[src/rtl/cfd_pkg.sv]
// shared types, constants and tables for the compressor and echo block
// no dependencies
package cfd_pkg;

  localparam int MAX_DELAY_DEF   = 65536;
  localparam int CHANNELS_DEF    = 2;
  localparam int SAMPLE_BITS_DEF = 16;

  localparam int DB_PER_OCTAVE_Q8  = 1541;
  localparam int OCTAVE_PER_DB_Q16 = 10885;
  localparam int ONE_Q16           = 65536;
  localparam logic [15:0] FEEDBACK_RST = 16'd19661;

  localparam int APB_AW = 5;

  typedef enum logic [2:0] {
    REG_FX_ENABLE      = 3'd0,
    REG_COMP_THRESHOLD = 3'd1,
    REG_COMP_SLOPE     = 3'd2,
    REG_DELAY_LENGTH   = 3'd3,
    REG_DELAY_MIX      = 3'd4,
    REG_DELAY_FEEDBACK = 3'd5
  } reg_idx_t;

  typedef struct packed {
    logic              fx_enable;
    logic signed [6:0] comp_threshold_db;
    logic [15:0]       comp_slope;
    logic [15:0]       delay_length;
    logic [16:0]       delay_mix;
    logic [15:0]       delay_feedback;
  } cfg_t;

  typedef enum logic [3:0] {
    ST_CLEAR,
    ST_IDLE,
    ST_LEVEL,
    ST_ATT,
    ST_EXPO,
    ST_GAIN,
    ST_SCALE,
    ST_READ,
    ST_FBK,
    ST_WRITE,
    ST_WET,
    ST_OUT
  } state_t;

  typedef enum logic [2:0] {
    MUL_NONE,
    MUL_ATT,
    MUL_EXP,
    MUL_SCALE,
    MUL_FBK,
    MUL_DRY,
    MUL_WET
  } mul_op_t;

  typedef struct packed {
    logic    load_in;
    logic    load_level;
    mul_op_t mul_op;
    logic    load_gain;
    logic    mem_rd;
    logic    mem_wr;
    logic    load_out;
    logic    clr_step;
  } cmd_t;

  typedef struct packed {
    logic fx_on;
    logic comp_on;
    logic echo_on;
    logic out_free;
    logic clr_last;
  } sts_t;

  // 20*log10 of the mantissa 1 + f/32, Q8.8
  localparam logic [10:0] LOGT [32] = '{
    11'd0,    11'd68,   11'd135,  11'd199,  11'd262,  11'd323,  11'd382,  11'd440,
    11'd496,  11'd551,  11'd605,  11'd657,  11'd708,  11'd758,  11'd807,  11'd855,
    11'd902,  11'd947,  11'd992,  11'd1036, 11'd1080, 11'd1122, 11'd1163, 11'd1204,
    11'd1244, 11'd1284, 11'd1322, 11'd1360, 11'd1398, 11'd1435, 11'd1471, 11'd1506
  };

  // 2^(-j/32) in Q1.16
  localparam logic [16:0] EXPT [32] = '{
    17'd65536, 17'd64132, 17'd62757, 17'd61413, 17'd60097, 17'd58809, 17'd57549,
    17'd56316, 17'd55109, 17'd53928, 17'd52773, 17'd51642, 17'd50535, 17'd49452,
    17'd48392, 17'd47355, 17'd46341, 17'd45348, 17'd44377, 17'd43427, 17'd42495,
    17'd41583, 17'd40690, 17'd39817, 17'd38968, 17'd38132, 17'd37316, 17'd36517,
    17'd35734, 17'd34968, 17'd34219, 17'd33486
  };

endpackage

[src/rtl/cfd_dp.sv]
// datapath: level detector, shared q0.16 multiplier, echo addressing, output register
// depends on cfd_pkg; drives the echo ram ports
module cfd_dp #(
  parameter int MAX_DELAY   = cfd_pkg::MAX_DELAY_DEF,
  parameter int CHANNELS    = cfd_pkg::CHANNELS_DEF,
  parameter int SAMPLE_BITS = cfd_pkg::SAMPLE_BITS_DEF,
  localparam int DEPTH = CHANNELS * MAX_DELAY,
  localparam int DAW   = $clog2(DEPTH)
) (
  input  logic                          clk,
  input  logic                          rst_n,
  input  cfd_pkg::cfg_t                 cfg,
  input  cfd_pkg::cmd_t                 cmd,
  output cfd_pkg::sts_t                 sts,
  input  logic signed [SAMPLE_BITS-1:0] sample_in,
  input  logic                          channel,
  output logic                          out_valid,
  input  logic                          out_ready,
  output logic signed [SAMPLE_BITS-1:0] sample_out,
  output logic                          channel_out,
  output logic                          ram_we,
  output logic [DAW-1:0]                ram_waddr,
  output logic [SAMPLE_BITS-1:0]        ram_wdata,
  output logic                          ram_re,
  output logic [DAW-1:0]                ram_raddr,
  input  logic [SAMPLE_BITS-1:0]        ram_rdata
);
  localparam int SB      = SAMPLE_BITS;
  localparam int VW      = (SB + 1 > 17) ? SB + 1 : 17;
  localparam int AW      = $clog2(MAX_DELAY);
  localparam int CW      = (CHANNELS > 1) ? $clog2(CHANNELS) : 1;
  localparam int PBW     = $clog2(SB);
  localparam int LW      = (AW + 1 > 16) ? AW + 1 : 16;
  localparam int FLOOR_M = (2 ** (SB - 1)) / 10000;

  logic signed [SB-1:0] x_r, d_r, z_r;
  logic                 ch_r;
  logic [SB-1:0]        m_r;
  logic [15:0]          over_r;
  logic signed [VW-1:0] prod_r;
  logic [16:0]          gain_r;
  logic [AW-1:0]        wi_r [CHANNELS];
  logic [DAW-1:0]       clr_cnt_r;
  logic                 out_valid_r;
  logic signed [SB-1:0] out_sample_r;
  logic                 out_ch_r;

  // level detector
  logic [PBW-1:0]       p;
  logic [SB-1:0]        norm;
  logic [4:0]           frac;
  logic signed [19:0]   lvl, over;

  always_comb begin
    p = '0;
    for (int i = 0; i < SB; i++) begin
      if (m_r[i]) p = PBW'(i);
    end
    norm = m_r << (PBW'(SB - 1) - p);
    frac = norm[SB-2 -: 5];
    if (m_r <= SB'(FLOOR_M)) begin
      lvl = -20'sd20480;
    end else begin
      lvl = 20'(($signed({1'b0, p}) - (SB - 1)) * cfd_pkg::DB_PER_OCTAVE_Q8)
          + $signed({9'd0, cfd_pkg::LOGT[frac]});
    end
    over = lvl - (20'(cfg.comp_threshold_db) <<< 8);
  end

  // shared sign-magnitude q0.16 multiplier
  logic signed [VW-1:0] mul_v;
  logic [16:0]          mul_c;
  logic [16:0]          mix_c;
  logic [VW-1:0]        mul_mag;
  logic [VW+16:0]       mul_full;
  logic [VW-1:0]        mul_sh;
  logic signed [VW-1:0] mul_res;

  assign mix_c = (cfg.delay_mix > 17'd65536) ? 17'd65536 : cfg.delay_mix;

  always_comb begin
    mul_v = '0;
    mul_c = '0;
    unique case (cmd.mul_op)
      cfd_pkg::MUL_ATT:   begin mul_v = VW'({1'b0, over_r}); mul_c = {1'b0, cfg.comp_slope}; end
      cfd_pkg::MUL_EXP:   begin mul_v = prod_r; mul_c = 17'(cfd_pkg::OCTAVE_PER_DB_Q16); end
      cfd_pkg::MUL_SCALE: begin mul_v = VW'(x_r); mul_c = gain_r; end
      cfd_pkg::MUL_FBK:   begin mul_v = VW'($signed(ram_rdata)); mul_c = {1'b0, cfg.delay_feedback}; end
      cfd_pkg::MUL_DRY:   begin mul_v = VW'(d_r); mul_c = 17'(cfd_pkg::ONE_Q16) - mix_c; end
      cfd_pkg::MUL_WET:   begin mul_v = VW'(z_r); mul_c = mix_c; end
      default: ;
    endcase
    mul_mag  = mul_v[VW-1] ? VW'(-mul_v) : VW'(mul_v);
    mul_full = (VW + 17)'(mul_mag) * (VW + 17)'(mul_c);
    mul_sh   = mul_full[VW+15:16];
    mul_res  = mul_v[VW-1] ? -$signed(mul_sh) : $signed(mul_sh);
  end

  // gain from octaves in q8.8
  logic [VW-10:0] e_oct;
  logic [16:0]    gain_nxt;
  assign e_oct    = prod_r[VW-2:8];
  assign gain_nxt = (e_oct >= (VW - 9)'(17)) ? 17'd0
                  : (cfd_pkg::EXPT[prod_r[7:3]] >> e_oct);

  function automatic logic signed [SB-1:0] sat_s(input logic signed [VW:0] v);
    logic signed [VW:0] hi, lo;
    hi = (VW + 1)'((2 ** (SB - 1)) - 1);
    lo = -hi - 1;
    if (v > hi)      return SB'(hi);
    else if (v < lo) return SB'(lo);
    else             return SB'(v);
  endfunction

  // echo addressing
  logic          ch_ok;
  logic [CW-1:0] ch_idx;
  logic [AW-1:0] wi, wi_inc, ri;
  logic [LW-1:0] len;
  logic [AW+1:0] rsum;
  logic [DAW-1:0] base;
  logic signed [SB-1:0] wr_val;

  assign ch_ok  = (CHANNELS > 1) || (ch_r == 1'b0);
  assign ch_idx = ch_ok ? CW'(ch_r) : '0;
  assign wi     = wi_r[ch_idx];
  assign wi_inc = (wi == AW'(MAX_DELAY - 1)) ? '0 : wi + 1'b1;
  assign len    = (LW'(cfg.delay_length) > LW'(MAX_DELAY)) ? LW'(MAX_DELAY)
                : LW'(cfg.delay_length);
  assign rsum   = (AW + 2)'(wi) + (AW + 2)'(MAX_DELAY) - (AW + 2)'(len);
  assign ri     = (rsum >= (AW + 2)'(MAX_DELAY)) ? AW'(rsum - (AW + 2)'(MAX_DELAY))
                : AW'(rsum);
  assign base   = DAW'(ch_idx) * DAW'(MAX_DELAY);
  assign wr_val = sat_s((VW + 1)'(d_r) + (VW + 1)'(prod_r));

  assign ram_re    = cmd.mem_rd;
  assign ram_raddr = base + DAW'(ri);
  assign ram_we    = cmd.clr_step || cmd.mem_wr;
  assign ram_waddr = cmd.clr_step ? clr_cnt_r : base + DAW'(wi);
  assign ram_wdata = cmd.clr_step ? '0 : wr_val;

  assign sts.fx_on    = cfg.fx_enable;
  assign sts.comp_on  = (cfg.comp_slope != 16'd0) && (over > 20'sd0);
  assign sts.echo_on  = (cfg.delay_length != 16'd0) && (cfg.delay_mix != 17'd0) && ch_ok;
  assign sts.out_free = !out_valid_r || out_ready;
  assign sts.clr_last = (clr_cnt_r == DAW'(DEPTH - 1));

  assign out_valid   = out_valid_r;
  assign sample_out  = out_sample_r;
  assign channel_out = out_ch_r;

  always_ff @(posedge clk) begin
    if (cmd.load_in) begin
      x_r  <= sample_in;
      ch_r <= channel;
      m_r  <= sample_in[SB-1] ? SB'(-sample_in) : SB'(sample_in);
    end
    if (cmd.load_level) begin
      d_r    <= x_r;
      over_r <= over[15:0];
    end
    if (cmd.load_gain) gain_r <= gain_nxt;
    if (cmd.mul_op == cfd_pkg::MUL_FBK) z_r <= $signed(ram_rdata);
    unique case (cmd.mul_op)
      cfd_pkg::MUL_ATT, cfd_pkg::MUL_EXP, cfd_pkg::MUL_FBK, cfd_pkg::MUL_DRY:
        prod_r <= mul_res;
      cfd_pkg::MUL_SCALE: d_r <= SB'(mul_res);
      cfd_pkg::MUL_WET:   d_r <= sat_s((VW + 1)'(prod_r) + (VW + 1)'(mul_res));
      default: ;
    endcase
    if (cmd.load_out) begin
      out_sample_r <= d_r;
      out_ch_r     <= ch_r;
    end
  end

  always_ff @(posedge clk) begin
    if (!rst_n) begin
      out_valid_r <= 1'b0;
      clr_cnt_r   <= '0;
      for (int c = 0; c < CHANNELS; c++) wi_r[c] <= '0;
    end else begin
      if (cmd.load_out)               out_valid_r <= 1'b1;
      else if (out_ready)             out_valid_r <= 1'b0;
      if (cmd.clr_step)               clr_cnt_r <= clr_cnt_r + 1'b1;
      if (cmd.mem_wr)                 wi_r[ch_idx] <= wi_inc;
    end
  end
endmodule

[config.mk]
export PLATFORM = sky130hd
export DESIGN_NAME = cfd_dp
export DESIGN_NICKNAME = d
export VERILOG_FILES = /design/src/rtl/cfd_pkg.sv /design/src/rtl/cfd_dp.sv
export SDC_FILE = /design/constraint.sdc
export NUM_CORES = 1
export LEC_CHECK = 0
export BUFFER_PORTS_ARGS = -buffer_cell sky130_fd_sc_hd__buf_2
export CAP_MARGIN = 20
export CORE_MARGIN = 2
export CORE_UTILIZATION = 45
export CTS_CLUSTER_SIZE = 28
export DETAILED_ROUTE_END_ITERATION = 10
export GPL_TIMING_DRIVEN = 0
export PLACE_DENSITY_LB_ADDON = 0.2
export SLEW_MARGIN = 20
export SYNTH_ARGS = -nofsm -noshare
export SYNTH_HDL_FRONTEND = slang
export SYNTH_SLANG_ARGS = --single-unit
[constraint.sdc]
create_clock -name clk -period 24.2 [get_ports clk]
set_clock_uncertainty 0.15 [all_clocks]
set_input_delay 2.42 -clock clk [delete_from_list [all_inputs] [get_ports clk]]
set_output_delay 2.42 -clock clk [all_outputs]
set_load 0.005 [all_outputs]
; ---- After elaboration in Yosys (flattened, before gate mapping)
; Memory sizes are Yosys's and may differ from the RTL's. A register that Yosys moved wholly into a read port is not among the register bits.
; Cells that the tools add are included.
[word_totals]
reg_bits = 150
mem_bits_rw = 32
mem_bits_ro = 896
in_bits = 119
out_inout_bits = 75
mem_count = 3
[classes]
add_sub_neg = 17
multipliers = 2
n_lt_le_gt_ge = 12
n_eq_ne = 8
n_shift = 2
n_mux = 47
bitwise_logic = 2
n_reduce_logical = 12
[memory_table]
columns = memory, words, width, read_ports, rd_ports_with_merged_regs, write_ports, line_no
row1 = (name not given), 32, 17, 1, 0, 0, cfd_dp.sv:104  ; : (cfd_pkg::EXPT[prod_r[7:3]] >> e_oct);
row2 = (name not given), 32, 11, 1, 0, 0, cfd_dp.sv:65  ; + $signed({9'd0, cfd_pkg::LOGT[frac]});
row3 = wi_r, 2, 16, 1, 1, 2, cfd_dp.sv:42  ; logic [AW-1:0] wi_r [CHANNELS];
[op_table]
columns = operator, n
row1 = one-hot mux 17 bit (6 select lines), 2
row2 = 2-to-1 mux 16 bit, 9
row3 = 2-to-1 mux 17 bit, 7
row4 = 2-to-1 mux 4 bit, 11
row5 = "> comparator 18 x 16 -> 1 bit, second input constant", 2
row6 = "less-than comparator 18 x 16 -> 1 bit, second input constant", 2
row7 = adder 17 x 16 -> 17 bit, 2
row8 = negation 17 bit, 2
row9 = multiplier 17 x 17 -> 33 bit, 1
row10 = one-hot mux 16 bit (2 select lines), 1
row11 = nonzero test 16 bit, 2
row12 = 2-to-1 mux 11 bit, 2
row13 = "> comparator 20 x 1 -> 1 bit, second input constant", 1
row14 = 2-to-1 mux 20 bit, 1
row15 = subtractor 20 x 15 -> 20 bit, 1
row16 = adder 16 x 17 -> 18 bit, 1
row17 = "adder 16 x 17 -> 18 bit, second input constant", 1
row18 = adder 17 x 12 -> 18 bit, 1
row19 = adder 17 x 17 -> 18 bit, 1
row20 = ">= comparator 18 x 17 -> 1 bit, second input constant", 1
row21 = subtractor 18 x 17 -> 18 bit, 1
row22 = "adder 17 x 1 -> 17 bit, second input constant", 1
row23 = "equality test 17 bit, second input constant", 1
row24 = "> comparator 16 x 17 -> 1 bit, second input constant", 1
row25 = 30 further kinds, 47

; ---- Depth between registers and ports, before layout
; Gate-level depths: netlist of run 1.
[depth]
word_depth = 26
mapped_depth = 54

; ---- Least setup slack after synthesis of run 1
; Ideal clock, no wire load.
[synth_path]
path_kind = input-to-reg
from = input port cfg[18] (netlist bit)
to = register d_r[10], data pin
arrival_time_ns = 13.555
slack_ns = 10.234
cell_stages = 45
cell_sequence = nor3_1 nand3_1 nor3_1 nand2_1 or3_1 o21ai_1 buf_2 buf_1 nand2_1 ha_1 o21ai_0 nor2_1 a32oi_1 nor2_1 a2111oi_0 nor2_1 fa_1 inv_1 [... 9 more ...] nor2_1 nand3_1 or3b_4 a21oi_2 o221ai_2 or4_4 o31a_1 xor2_1 ha_1 nand4_1 a211oi_1 nor3_1 o31ai_1 mux2_2 o311a_1 a21oi_1 nor2_1 a221o_1
[synth_via]
elab_chain_len = 12
word_cells_on_any_way = 13
cone_classes = add/sub: 3 / mul: 1 / order compare: 3 / mux: 6
[synth_lines]
columns = item, line_no
row1 = from (decl), cfd_dp.sv:12  ; input cfd_pkg::cfg_t cfg,
row2 = > comparator 17 bit, cfd_dp.sv:79  ; assign mix_c = (cfg.delay_mix > 17'd65536) ? 17'd65536 : cfg.delay_mix;
row3 = 2-to-1 mux 17 bit (*), cfd_dp.sv:79
row4 = subtractor 17 bit, cfd_dp.sv:89  ; cfd_pkg::MUL_DRY: begin mul_v = VW'(d_r); mul_c = 17'(cfd_pkg::ONE_Q16) - mix_c; end
row5 = one-hot mux 17 bit (6 select lines) (*), cfd_dp.sv:84  ; unique case (cmd.mul_op)
row6 = multiplier 17 x 17 -> 33 bit (*), cfd_dp.sv:94  ; mul_full = (VW + 17)'(mul_mag) * (VW + 17)'(mul_c);
row7 = negation 17 bit, cfd_dp.sv:96  ; mul_res = mul_v[VW-1] ? -$signed(mul_sh) : $signed(mul_sh);
row8 = 2-to-1 mux 17 bit (*), cfd_dp.sv:96
row9 = named net mul_res[11], cfd_dp.sv:77  ; logic signed [VW-1:0] mul_res;
row10 = adder 17 x 17 -> 18 bit (*), cfd_dp.sv:168  ; cfd_pkg::MUL_WET: d_r <= sat_s((VW + 1)'(prod_r) + (VW + 1)'(mul_res));
row11 = less-than comparator 18 x 16 -> 1 bit, cfd_dp.sv:111  ; else if (v < lo) return SB'(lo);
row12 = 2-to-1 mux 16 bit, cfd_dp.sv:111
row13 = 2-to-1 mux 16 bit (*), cfd_dp.sv:110  ; if (v > hi) return SB'(hi);
row14 = one-hot mux 16 bit (2 select lines) (*), cfd_dp.sv:164  ; unique case (cmd.mul_op)
row15 = to (signal assigned), cfd_dp.sv:159  ; d_r <= x_r;
row16 = to (signal assigned), cfd_dp.sv:167  ; cfd_pkg::MUL_SCALE: d_r <= SB'(mul_res);
row17 = to (signal assigned), cfd_dp.sv:168
row18 = to (decl), cfd_dp.sv:36  ; logic signed [SB-1:0] x_r, d_r, z_r;
; The timed path passes the listed nets; every way through them passes the cells marked *.
; A chain may end at the register's enable or synchronous reset.

; ---- Worst setup path after layout of run 1
[layout_path]
from = input port cfg[18] (netlist bit)
to = register d_r[11], data pin
; Same word-level chain as after synthesis.

==> results of run 1 <==
-- logic make-up (layout without fill, tap and decap cells) --
family	after synthesis	count (layout)	share of synthesized area (%)
and+or+nand+nor	926	926	16.97
AOI/OAI and AO/OA	597	597	15.46
buffers and inverters	527	751	7.775
adders and majority gates	470	470	29.58
DFF	182	182	20.45
xor gates and xnor gates	135	135	4.583
muxes	125	125	5.161
other	2	12	0.02911
-- synth_stat cells (13+ instances only) --
| library cell | n | share of area, % |
|---|---|---|
| sky130_fd_sc_hd__a21boi_0 | 20 | 0.58 |
| sky130_fd_sc_hd__inv_1 | 394 | 5.7 |
| sky130_fd_sc_hd__o21ai_1 | 21 | 0.41 |
| sky130_fd_sc_hd__nor3_1 | 45 | 0.87 |
| sky130_fd_sc_hd__o21ai_0 | 125 | 2.4 |
| sky130_fd_sc_hd__nor2b_1 | 29 | 0.70 |
| sky130_fd_sc_hd__buf_1 | 13 | 0.19 |
| sky130_fd_sc_hd__mux2_2 | 53 | 2.3 |
| sky130_fd_sc_hd__nor4_1 | 23 | 0.56 |
| sky130_fd_sc_hd__o31ai_1 | 16 | 0.47 |
| sky130_fd_sc_hd__a21oi_1 | 139 | 2.7 |
| sky130_fd_sc_hd__and2_1 | 101 | 2.4 |
| sky130_fd_sc_hd__o21bai_1 | 13 | 0.38 |
| sky130_fd_sc_hd__ha_1 | 237 | 11 |
| sky130_fd_sc_hd__nand3_1 | 42 | 0.81 |
| sky130_fd_sc_hd__a22oi_1 | 25 | 0.73 |
| sky130_fd_sc_hd__a21o_1 | 31 | 0.90 |
| sky130_fd_sc_hd__o211ai_1 | 25 | 0.73 |
| sky130_fd_sc_hd__a211oi_1 | 20 | 0.58 |
| sky130_fd_sc_hd__xor2_1 | 43 | 1.5 |
| sky130_fd_sc_hd__dfxtp_1 | 19 | 1.5 |
| sky130_fd_sc_hd__mux2i_1 | 70 | 2.7 |
| sky130_fd_sc_hd__buf_2 | 13 | 0.25 |
| sky130_fd_sc_hd__nand2b_1 | 27 | 0.65 |
| sky130_fd_sc_hd__clkbuf_1 | 100 | 1.5 |
| sky130_fd_sc_hd__fa_1 | 233 | 18 |
| sky130_fd_sc_hd__a31oi_1 | 21 | 0.51 |
| sky130_fd_sc_hd__nor2_1 | 209 | 3.0 |
| sky130_fd_sc_hd__edfxtp_1 | 163 | 19 |
| sky130_fd_sc_hd__o21a_1 | 14 | 0.41 |
| sky130_fd_sc_hd__nand2_1 | 347 | 5.0 |
| sky130_fd_sc_hd__and3_1 | 23 | 0.56 |
| sky130_fd_sc_hd__xnor2_1 | 92 | 3.1 |
| sky130_fd_sc_hd__or3_1 | 24 | 0.58 |
| sky130_fd_sc_hd__a221o_1 | 18 | 0.70 |
-- flip-flops by register name, summed over array words and instances, names as in the netlist, named ones only --
signal / cells
gain_r: 17
d_r: 16
clr_cnt_r: 17
m_r: 15
wi_r: 32
over_r: 16
sample_out: 16
prod_r: 17
channel_out: 1
out_valid: 1
ch_idx: 1
z_r: 16
x_r: 16
-- tightest hold or removal path: stages, from the launching register on --
cell and delay [ns]:
sky130_fd_sc_hd__dfxtp_1 0.31, sky130_fd_sc_hd__nand2b_1 0.08, sky130_fd_sc_hd__a21boi_0 0.08
-- metal layers --
metal  up-vias  part of all wire, %
met5         -                0.062
met4        10                  5.9
met3       217                  6.1
met2       837                   48
met1     11210                   40
li1      10560                    -
-- placed cells by master, fill, tap and decap left out, types with 18 or more instances in the layout --
cell and instances:
sky130_fd_sc_hd__mux2_2 53, sky130_fd_sc_hd__nand3_1 42, sky130_fd_sc_hd__fa_1 233, sky130_fd_sc_hd__xnor2_1 91, sky130_fd_sc_hd__nand2_1 347, sky130_fd_sc_hd__a21o_1 31
sky130_fd_sc_hd__a211oi_1 20, sky130_fd_sc_hd__a31oi_1 21, sky130_fd_sc_hd__dfxtp_1 19, sky130_fd_sc_hd__o21ai_1 22, sky130_fd_sc_hd__mux2i_1 70, sky130_fd_sc_hd__a21oi_1 139
sky130_fd_sc_hd__edfxtp_1 163, sky130_fd_sc_hd__o211ai_1 25, sky130_fd_sc_hd__nor4_1 23, sky130_fd_sc_hd__nand2b_1 27, sky130_fd_sc_hd__xor2_1 43, sky130_fd_sc_hd__o21ai_0 124
sky130_fd_sc_hd__a22oi_1 25, sky130_fd_sc_hd__buf_2 204, sky130_fd_sc_hd__and2_1 101, sky130_fd_sc_hd__ha_1 237, sky130_fd_sc_hd__a21boi_0 20, sky130_fd_sc_hd__inv_1 394
sky130_fd_sc_hd__nor3_1 44, sky130_fd_sc_hd__or3_1 24, sky130_fd_sc_hd__nor2b_1 29, sky130_fd_sc_hd__and3_1 23, sky130_fd_sc_hd__clkbuf_1 100, sky130_fd_sc_hd__nor2_1 209
sky130_fd_sc_hd__a221o_1 18
-- through the flow --
stage	util (%)	setup slack (ns)	cells
after floorplan	-	10.23	2972
after global placement	49.07	7.279	3918
after detailed placement	49.14	7.458	3920
after CTS	50.17	7.891	3952
after global routing	50.18	6.659	3953
final	50.19	7.578	3954
-- final timing paths --
kind	endpoint	slack, ns	cells after the start
worst min-delay path	out_valid	0.36	2
worst min register to register	out_valid	0.36	2
worst max-delay path	d_r[11]	7.58	48
worst max register to register	d_r[11]	10.55	42
-- area by class of cell --
cell class	instances	area share [%]
timing repair buffer	192	3.411
clock buffer	18	1.514
sequential	182	18.60
multi-input combinational	2263	65.49
tap	756	3.336
clock inverter	14	0.5472
inverter	398	5.269
antenna	2	0.01765
buffer	129	1.809
==> impl_summary.log, run 1 <==
[metrics] max-cap violations: 0
[metrics] Post-synth EDFFs: 163
[metrics] wire length of the first global-routing pass: 129.0 mm
[metrics] clock network latency to the later pin of the worst-skew pair: 0.49 ns
[metrics] cell area after technology mapping: 25800 µm²
[metrics] cell occurring most often along the worst timing path: sky130_fd_sc_hd__fa_1
[metrics] final setup TNS: 0 ns
[metrics] Period minus WS final: 16.62 ns
[metrics] global-route met1 utilization: 34.23%
[metrics] final weighted congestion of routability-driven global placement: 0.9411
[metrics] remaining global-route overflow: 0
[metrics] initial cell density of the core: 45.66%
[metrics] tightest hold margin: 0.3618 ns
[metrics] Routed Antenna Nets: 0
[metrics] data required time of the worst path: 24.37 ns
[metrics] number of remaining DRC errors: 0
[metrics] Seq. cell area: 5275 µm²
[metrics] synthesis-to-layout area growth: 9.914%
[metrics] Worst Path Arrival: 16.79 ns
[metrics] CP Capture Type: flip-flop
[metrics] post-route clock period utilization: 68.69%
[metrics] die area: 59260 µm²
[metrics] average wire per standard cell: 21.21 µm
[metrics] worst setup path startpoint: cfg[18]
[metrics] setup repair after global routing missed its margin: false
[metrics] dominant delay contributor by cell family on the critical path: adder cells
[metrics] synthesis warning total: 0
[metrics] via count: 22840
[metrics] asr flop ratio synth: 0%
[metrics] buffering stage count on the worst path with inverters included: 7
[metrics] Startpoint Class: input port
[metrics] status: finished, final reports clean
[metrics] cell at the slowest stage of the critical path: sky130_fd_sc_hd__o22ai_1
[metrics] area occupied by multi-input gates: 18570 µm²
[metrics] via count of the first global-routing pass: 22730
[metrics] critical path fanouts, max: 10
[metrics] slowest stage delay, CP: 0.79 ns
[metrics] number of buffers created by CTS: 17
[metrics] Hold Buf Count CTS: 0
[metrics] Max Clock Freq: 60.16 MHz
[metrics] post-synthesis instance total: 2964
[metrics] Post-layout nets: 3772
[metrics] startpoint of the worst hold path: out_valid
[metrics] post-cts resize count: 0
[metrics] boundary pin count: 194
[metrics] final routed wirelength across all metal layers: 83.88 mm
[metrics] count of fill cells added during filler insertion: 5438
[metrics] primary flip-flop cell chosen by synthesis mapping: sky130_fd_sc_hd__edfxtp_1
[metrics] number of standard-cell rows in the floorplan: 87
[metrics] DP Area: 27760 µm²
[metrics] Via density: 5.776
[metrics] total of flip-flops plus latches after synthesis: 182
[metrics] clock slew at the register clock pins of the worst setup and hold paths: 0.07 ns
[metrics] H-tree Lvls: 4
[metrics] vertical die dimension: 243.4 µm
[metrics] Total GRT Usage: 28.17%
[metrics] register area share after synthesis: 20.45%
[metrics] number of detailed-routing iterations run before antenna repair: 6
[metrics] CP Class: input port to flip-flop
[metrics] met3 track utilization from global routing: 5.166%
[metrics] gr busiest metal: met2
[metrics] die width: 243.4 µm
[metrics] actual transition at the worst max-transition pin: 1.180 ns
[metrics] relative max-transition margin: 20.78%
[metrics] HP Class: flip-flop to flip-flop
[metrics] dpl hpwl: 69.77 mm
[metrics] count of unique library cells instantiated by Yosys: 99
[metrics] Max Slew Vio Count: 0
[metrics] clk buf depth: 2
[metrics] global routing usage on met2: 47.22%
[metrics] number of antenna violations at the first check in global routing: 8
[metrics] fraction of layout cells with a size suffix above 1: 10.45%
[metrics] Sinks on Clock Net: 182
[metrics] post-CTS setup buffer count: 0
[metrics] startpoint of the lowest-slack register-to-register path: x_r[0]
[metrics] mean cell area of the mapped netlist: 8.704 µm²
[metrics] count of input and output buffers: 190
[metrics] library cell used as clock root buffer: sky130_fd_sc_hd__clkbuf_16
[metrics] Final Instance Area: 28350 µm²
[metrics] number of hold violations in the final report: 0
[metrics] setup violators final: 0
[metrics] placeable core region: 56500 µm²
[metrics] TritonCTS clock tree: built
[metrics] pin count of the biggest net entering global routing: 34
[metrics] Detailed Route Iter0 Violations: 1778
Power of run 1 is not shown: default switching activity piles up to over one toggle a cycle in this logic, so the estimate is an artifact.
==> run 2: changes to the inputs <==
Clock period 24.2 ns to 15.6 ns, I/O delays scaled along.
==> run 2 against run 1 <==
  * Non-clock buffer count down 1
  * Critical path depth decreased by 1
  * Register-to-register slack got worse by 8.4 ns
  * Flip-flop and latch count is the same
  * Die area did not move
  * Utilization is 0.066 points higher
  * Count of clock-buffer cells in the layout unchanged
  * Via count is essentially flat
==> impl_summary.log, run 2 (synthesis gave the netlist of run 1 again) <==
[metrics] HP Class: flip-flop to flip-flop (unchanged)
[metrics] CP Capture Type: flip-flop (unchanged)
[metrics] met3 track utilization from global routing: 5.166% (unchanged)
[metrics] gr busiest metal: met2 (unchanged)
[metrics] Via density: 5.777 (was 5.776)
[metrics] boundary pin count: 194 (unchanged)
[metrics] Routed Antenna Nets: 0 (unchanged)
[metrics] setup repair after global routing missed its margin: false (unchanged)
[metrics] actual transition at the worst max-transition pin: 1.104 ns (was 1.180 ns)
[metrics] remaining global-route overflow: 0 (unchanged)
[metrics] Post-layout nets: 3771 (was 3772)
[metrics] Startpoint Class: input port (unchanged)
[metrics] post-cts resize count: 0 (unchanged)
[metrics] TritonCTS clock tree: built (unchanged)
[metrics] post-CTS setup buffer count: 0 (unchanged)
[metrics] final weighted congestion of routability-driven global placement: 0.9411 (unchanged)
[metrics] Cell Count Post-Placement: 3920 (unchanged)
[metrics] Period minus WS final: 14.79 ns
[metrics] wire length of the first global-routing pass: 129.0 mm (unchanged)
[metrics] pin count of the biggest net entering global routing: 34 (unchanged)
[metrics] number of hold violations in the final report: 0 (unchanged)
[metrics] dominant delay contributor by cell family on the critical path: adder cells (unchanged)
[metrics] relative max-transition margin: 25.85% (was 20.78%)
[metrics] global-route met1 utilization: 34.23% (unchanged)
[metrics] initial cell density of the core: 45.66% (unchanged)
[metrics] number of antenna violations at the first check in global routing: 8 (unchanged)
[metrics] dpl hpwl: 69.77 mm (unchanged)
[metrics] max-cap violations: 0 (unchanged)
[metrics] slowest stage delay, CP: 0.55 ns (was 0.79 ns)
[metrics] critical path fanouts, max: 10 (unchanged)
[metrics] Final Instance Count excl. Fillers: 3954 (unchanged)
[metrics] fraction of layout cells with a size suffix above 1: 10.74% (was 10.45%)
[metrics] number of remaining DRC errors: 0 (unchanged)
[metrics] post-route clock period utilization: 94.80%
[metrics] Max Slew Vio Count: 0 (unchanged)
[metrics] cell at the slowest stage of the critical path: sky130_fd_sc_hd__fa_1 (was sky130_fd_sc_hd__o22ai_1)
[metrics] CP Class: input port to flip-flop (unchanged)
[metrics] data required time of the worst path: 15.77 ns (was 24.37 ns)
[metrics] number of standard-cell rows in the floorplan: 87 (unchanged)
[metrics] commonest non-fill, non-tap cell in the layout: sky130_fd_sc_hd__inv_1 (unchanged)
[metrics] top library cells by usage in the layout, fill and taps aside: sky130_fd_sc_hd__inv_1, sky130_fd_sc_hd__nand2_1, sky130_fd_sc_hd__ha_1 (unchanged)
[metrics] number of buffers created by CTS: 17 (unchanged)
[metrics] die area: 59260 µm² (unchanged)
[metrics] placeable core region: 56500 µm² (unchanged)
[metrics] synthesis-to-layout area growth: 10.06% (was 9.914%)
[metrics] count of input and output buffers: 190 (unchanged)
[metrics] via count of the first global-routing pass: 22730 (unchanged)
[metrics] Sinks on Clock Net: 182 (unchanged)
[metrics] global routing usage on met2: 47.22% (unchanged)
[metrics] library cell used as clock root buffer: sky130_fd_sc_hd__clkbuf_16 (unchanged)
[metrics] vertical die dimension: 243.4 µm (unchanged)
[metrics] clock network latency to the later pin of the worst-skew pair: 0.49 ns (about the same)
[metrics] cell occurring most often along the worst timing path: sky130_fd_sc_hd__fa_1 (unchanged)
[metrics] H-tree Lvls: 4 (unchanged)
[metrics] clk buf depth: 2 (unchanged)
[metrics] largest reg by FF count: wi_r (unchanged)
[metrics] average wire per standard cell: 21.25 µm (was 21.21 µm)
[metrics] setup violators final: 0 (unchanged)
[metrics] Max Clock Freq: 67.62 MHz
[metrics] status: finished, final reports clean (unchanged)
[metrics] number of detailed-routing iterations run before antenna repair: 5 (was 6)
[metrics] via count: 22840 (about the same)
[metrics] clock slew at the register clock pins of the worst setup and hold paths: 0.07 ns (about the same)
[metrics] die width: 243.4 µm (unchanged)
[metrics] final routed wirelength across all metal layers: 84.02 mm (was 83.88 mm)
[metrics] buffering stage count on the worst path with inverters included: 7 (unchanged)
[metrics] Detailed Route Iter0 Violations: 1680 (was 1778)
[metrics] Hold Buf Count CTS: 0 (unchanged)
[metrics] Worst Path Arrival: 14.96 ns (was 16.79 ns)
[metrics] Total GRT Usage: 28.17% (unchanged)
[metrics] number of flip-flops under the largest register name: 32 (unchanged)
run 2: changes by cell type in the layout (fill, tap and decap cells not counted), sizes merged:
cell / before / now
clkbuf: 118 / 117
diode: 2 / 3
run 2: per-stage QoR:
stage	worst slack [ns]	setup TNS [ns]	hold WS [ns]	cell area (µm²)	util, %
after CTS	0.1506	0	0.3648	28340	50.17
after floorplan	2.494	0	0.3010	25830	-
after global routing	0.04089	0	0.4066	28390	50.25
final	0.8105	0	0.3618	28390	50.26
after detailed placement	-0.2819	-2.569	0.3527	27760	49.14
after global placement	-0.4610	-5.678	0.3373	27720	49.07
run 2: worst reg2reg max path: cells and delay by family (launching register included):
family,cells,cell delay (ns)
fa+ha+maj,10,4.38
mux,1,0.34
buf+inv,6,1.32
simple gates,6,0.99
xor+xnor,3,1.52
flops,1,0.55
compound gates,15,4.01
run 2: final timing paths:
| path | from | endpoint | slack, ns | depth (start not counted) |
|---|---|---|---|---|
| worst min register to register | out_valid | out_valid | 0.36 | 2 |
| worst max-delay path | cfg[18] | d_r[11] | 0.81 | 47 |
| worst min-delay path | out_valid | out_valid | 0.36 | 2 |
| worst max register to register | x_r[0] | d_r[11] | 2.19 | 41 |
run 2: layer usage:
layer / vias to the layer above / routed length (µm)
li1: 10560 / -
met1: 11210 / 33560
met2: 846 / 40370
met3: 211 / 5017
met4: 10 / 5010
met5: - / 65
run 2: cell type report:
class,count,area [µm²]
fill,5435,28100
multi-input combinational,2263,18610
sequential,182,5275
inverter,398,1494
timing repair buffer,192,967.2
tap,756,945.9
buffer,128,513.0
clock buffer,18,429.2
clock inverter,14,155.1
antenna,3,7.507
Power of run 2 is left out for the same reason.
